<file path="src/design/lds_pkg.sv">
`default_nettype none
package lds_pkg;

  localparam int MAX_CELLS = 1024;
  localparam int ADDR_W    = $clog2(MAX_CELLS);
  localparam int LEN_W     = ADDR_W + 1;
  localparam int DATA_W    = 32;
  localparam int CMD_W     = 2;
  localparam int SAMPLE_W  = 16;

  localparam logic [CMD_W-1:0] CMD_LOAD   = 2'd0;
  localparam logic [CMD_W-1:0] CMD_STEP   = 2'd1;
  localparam logic [CMD_W-1:0] CMD_READ   = 2'd2;
  localparam logic [CMD_W-1:0] CMD_UNUSED = 2'd3;

  localparam logic KIND_READ = 1'b0;
  localparam logic KIND_DONE = 1'b1;

  typedef struct packed {
    logic load_we;
    logic step_init;
    logic step_run;
    logic step_flush;
    logic read_init;
    logic out_push;
    logic out_kind;
  } lds_cmd_t;

  typedef struct packed {
    logic step_at_end;
    logic out_free;
  } lds_stat_t;

  // floor((a + b) / 2) on two's complement words, sum kept one bit wider
  function automatic logic [DATA_W-1:0] half_sum(input logic [DATA_W-1:0] a,
                                                 input logic [DATA_W-1:0] b);
    logic [DATA_W:0] s;
    s = {a[DATA_W-1], a} + {b[DATA_W-1], b};
    return s[DATA_W:1];
  endfunction

endpackage
`default_nettype wire

</file>
<file path="src/design/lds_ctrl.sv">
`default_nettype none
module lds_ctrl (
  input  wire logic                       clk,
  input  wire logic                       rst_n,
  input  wire logic                       in_valid,
  output logic                            in_ready,
  input  wire logic [lds_pkg::CMD_W-1:0]  in_command,
  input  wire lds_pkg::lds_stat_t         stat,
  output lds_pkg::lds_cmd_t               cmd
);

  localparam logic [2:0] S_IDLE    = 3'd0;
  localparam logic [2:0] S_STEP    = 3'd1;
  localparam logic [2:0] S_FLUSH   = 3'd2;
  localparam logic [2:0] S_POST_RD = 3'd3;
  localparam logic [2:0] S_POST_ST = 3'd4;

  logic [2:0] state_r;
  logic [2:0] state_nxt;
  logic       accept;

  assign in_ready = state_r == S_IDLE;
  assign accept   = in_valid && in_ready;

  always_comb begin
    state_nxt = state_r;
    cmd       = '0;
    unique case (state_r)
      S_IDLE: begin
        if (accept) begin
          unique case (in_command)
            lds_pkg::CMD_LOAD: begin
              cmd.load_we = 1'b1;
            end
            lds_pkg::CMD_STEP: begin
              cmd.step_init = 1'b1;
              state_nxt     = S_STEP;
            end
            lds_pkg::CMD_READ: begin
              cmd.read_init = 1'b1;
              state_nxt     = S_POST_RD;
            end
            default: begin
              // drop unknown commands
            end
          endcase
        end
      end
      S_STEP: begin
        cmd.step_run = 1'b1;
        if (stat.step_at_end) begin
          state_nxt = S_FLUSH;
        end
      end
      S_FLUSH: begin
        cmd.step_flush = 1'b1;
        state_nxt      = S_POST_ST;
      end
      S_POST_RD: begin
        // hold until the output register can take the beat
        cmd.out_kind = lds_pkg::KIND_READ;
        if (stat.out_free) begin
          cmd.out_push = 1'b1;
          state_nxt    = S_IDLE;
        end
      end
      S_POST_ST: begin
        cmd.out_kind = lds_pkg::KIND_DONE;
        if (stat.out_free) begin
          cmd.out_push = 1'b1;
          state_nxt    = S_IDLE;
        end
      end
      default: begin
        state_nxt = S_IDLE;
      end
    endcase
  end

  always_ff @(posedge clk) begin
    if (!rst_n) begin
      state_r <= S_IDLE;
    end else begin
      state_r <= state_nxt;
    end
  end

endmodule
`default_nettype wire

</file>
<file path="config.mk">
export PLATFORM = sky130hd
export DESIGN_NAME = lds_ctrl
export DESIGN_NICKNAME = d
export VERILOG_FILES = /design/src/design/lds_pkg.sv /design/src/design/lds_ctrl.sv
export SDC_FILE = /design/constraint.sdc
export NUM_CORES = 1
export LEC_CHECK = 0
export ABC_AREA = 1
export BUFFER_PORTS_ARGS = -buffer_cell sky130_fd_sc_hd__buf_4
export CAP_MARGIN = 20
export CORE_AREA = 2 2 39 41
export DETAILED_ROUTE_END_ITERATION = 6
export DIE_AREA = 0 0 41 43
export GPL_ROUTABILITY_DRIVEN = 0
export GPL_TIMING_DRIVEN = 1
export PLACE_DENSITY = 0.4
export SETUP_SLACK_MARGIN = 0.1
export SKIP_LAST_GASP = 1
export SYNTH_ARGS = -nofsm -noshare
export SYNTH_HDL_FRONTEND = slang
export SYNTH_SLANG_ARGS = --single-unit
</file>
<file path="constraint.sdc">
create_clock -name clk -period 1.55 [get_ports clk]
set_clock_uncertainty 0.2 [all_clocks]
set_input_delay 0.2325 -clock clk [delete_from_list [all_inputs] [get_ports clk]]
set_output_delay 0.2325 -clock clk [all_outputs]
set_load 0.02 [all_outputs]
</file>
==> flow_metrics.py <==
metrics = {
    "status": {
        "run_status": "finished with violations",
        "violations": "setup timing",
    },
    "yosys": {
        "ys.flop_type": "dfxtp_1",
        "syn_nets": 54,
        "syn_area_um2": 267,
        "syn_area_per_cell_um2": 5.67,
        "synth_edf_count": 0,
        "synth_common_cells": "nand2_1 (12), inv_1 (8), nor2_1 (6)",
        "synth_fa_ha_area_frac": 0,
        "synth_top_family_by_area": "simple AND/OR/NAND/NOR gates",
        "synth_top_area_frac": 0.225,
        "yosysMostFrequentCell": "nand2_1",
        "synthMuxAreaShare": 0,
        "netlist_instances": 47,
        "synthTopCellsByArea": "dfxtp_1 (23%), nand2_1 (17%), inv_1 (11%)",
        "yosysWarnings": 0,
        "synthDistinctLibCells": 16,
        "synth_top_area_cell": "dfxtp_1",
        "ys_ff_latch": 3,
        "ys_seq_area_frac": 0.225,
        "async_flop_share": 0,
        "synthSimpleGateAreaFrac": 0.540,
        "synth_xor_area_frac": 0,
        "synth-compound-area-share": 0.0657,
    },
    "global_routing": {
        "grtUsageMet3": 0.0157,
        "use_met2": 0.166,
        "overflow": 0,
        "grt_max_degree": 7,
        "antenna_found_initial": 0,
        "grt_pass1_wl_mm": 1.19,
        "grt_pass1_vias": 335,
        "grt_busiest_layer": "met2",
        "grtUsageMet1": 0.103,
        "grt_usage": 0.0974,
    },
    "floorplanning": {
        "ios": 15,
        "die_x_um": 41,
        "die_area_mm2": 0.00176,
        "placementRows": 14,
        "coreArea_mm2": 0.00138,
        "die_h_um": 43,
        "initial_utilization": 0.193,
    },
    "timing": {
        "period_minus_slack_ps": 1560,
        "fin_ws_ps": -6.25,
        "finalMaxSlewViolations": 0,
        "post-route-period-util": 1.00,
        "final-hold-violation-count": 0,
        "tns_ps": -6.25,
        "setup_violations": 1,
        "rsz0062_at_grt": "yes",
        "slew_headroom": 0.884,
        "tightest_slew_ps": 173,
        "fmax_ghz": 0.643,
    },
    "placed_design": {
        "port_buffers": 14,
        "dp_slack_ps": 89.2,
        "dpl_cell_area_um2": 428,
        "dp_hpwl_um": 535,
    },
    "clock_network": {
        "cts_hold_buf": 0,
        "clk_pin_slew_ps": 40,
        "cts_max_path_buffers": 2,
        "clkLatencyLatePin_ps": 230,
        "cts_root_buf": "clkbuf_4",
        "cts.sink_count": 3,
        "cts_made_buffers": 3,
        "htreeDepth": 1,
        "cts_tree": "yes",
    },
    "final_layout": {
        "final_area_um2": 554,
        "syn_to_final_growth_pct": 108,
        "nNetsFinal": 79,
        "largest_reg_flops": 3,
        "largest_register": "state_r",
        "antenna_cells": 0,
        "largestRegisters": "state_r: 3 flops",
        "drive_above_1_share": 0.606,
    },
    "power_and_ir_drop": {
        "powerDensity_mw_per_mm2": 1930,
        "p_leak_nw": 0.285,
        "vdd_drop_max_v": 0.000697,
    },
    "worst_hold_path": {
        "hold_path_class": "in2reg",
    },
    "flow_run": {
        "drv_cap": 0,
    },
    "detailed_routing": {
        "post-route-drc-count": 0,
        "first_iter_violations": 0,
        "drt-pass1-iter-count": 1,
        "drtAntennaViolNets": 0,
        "wl_um": 701,
        "viasPerCell": 4.16,
        "vias": 362,
        "avgRoutedWirePerCell_um": 8.06,
    },
    "setup_path": {
        "cp-end-kind": "output pin",
        "required_ps": 1120,
        "arrival_ps": 1120,
        "crit_fanout": 3,
        "crit_type": "reg2out",
        "start_kind": "flop",
    },
}
[placed cells by master (no fill, tap or decap), types with 2 or more instances in the layout]
cell      synthesis  layout
buf_4             1      15
nand2_1          12      10
inv_1             8       7
buf_6             0       6
nor2_1            6       4
inv_2             2       3
nor2_4            1       3
clkbuf_4          0       3
nor3_4            0       2
nand2_4           0       2
nand2_2           2       2
nand3_2           1       2
nand3_1           3       2
dfxtp_2           0       2
[what timing repair did]
item                                    4_1_cts  5_1_grt
endpoints found under the setup margin        8       10
pin swaps                                     3        0
buffers inserted                              5        2
gates resized for setup                      11        4
[kinds of logic (layout without fill, tap and decap cells)]
group                  Yosys count  after routing
AO/OA/AOI/OAI                    3              3
buffers and inverters           11             35
flip-flops                       3              3
AND/OR/NAND/NOR                 30             30
[area by class of cell]
| cell class | instances | area (um2) |
|---|---|---|
| well taps | 16 | 20.0 |
| multi-input cells | 33 | 224 |
| inverters | 10 | 37.5 |
| clock buffers | 4 | 26.3 |
| repair buffers | 21 | 180 |
| flip-flops and latches | 3 | 66.3 |
| fillers | 165 | 830 |
[worst max-delay path, stage by stage (launching register included)]
cell     delay [ps]
dfxtp_2         320
inv_2            70
nand2_4          50
nor2_4          110
nand2_4          80
nor3_4          120
buf_6           130
[routing by layer]
layer | part of all wire | vias up
met4 | 0 | 0
met3 | 0.041 | 0
li1 | - | 192
met5 | 0 | -
met1 | 0.35 | 163
met2 | 0.60 | 7
[stage by stage]
step	power (W)	cells	utilization	hold slack (ps)
finish	0.00107	87	0.401	50.3
floorplan	0.000561	47	-	149
global placement	0.000742	77	0.309	293
detailed placement	0.000734	77	0.309	294
CTS	0.00104	86	0.387	45.3
global route	0.00117	87	0.401	61.0
[power by group]
group,total [W],internal (W),switching [W]
clock network,0.000134,0.0000963,0.0000376
logic,0.000765,0.000373,0.000392
registers,0.000169,0.000120,0.0000491
[worst paths after layout]
kind,slack [ps],to,depth (start not counted),startpoint
setup / recovery,-6,cmd[6],6,state_r[1]
hold / removal,50,state_r[0],3,rst_n
setup reg to reg,210,state_r[1],10,state_r[1]
hold reg to reg,360,state_r[0],2,state_r[0]
Power figures use the tool's default switching activity.
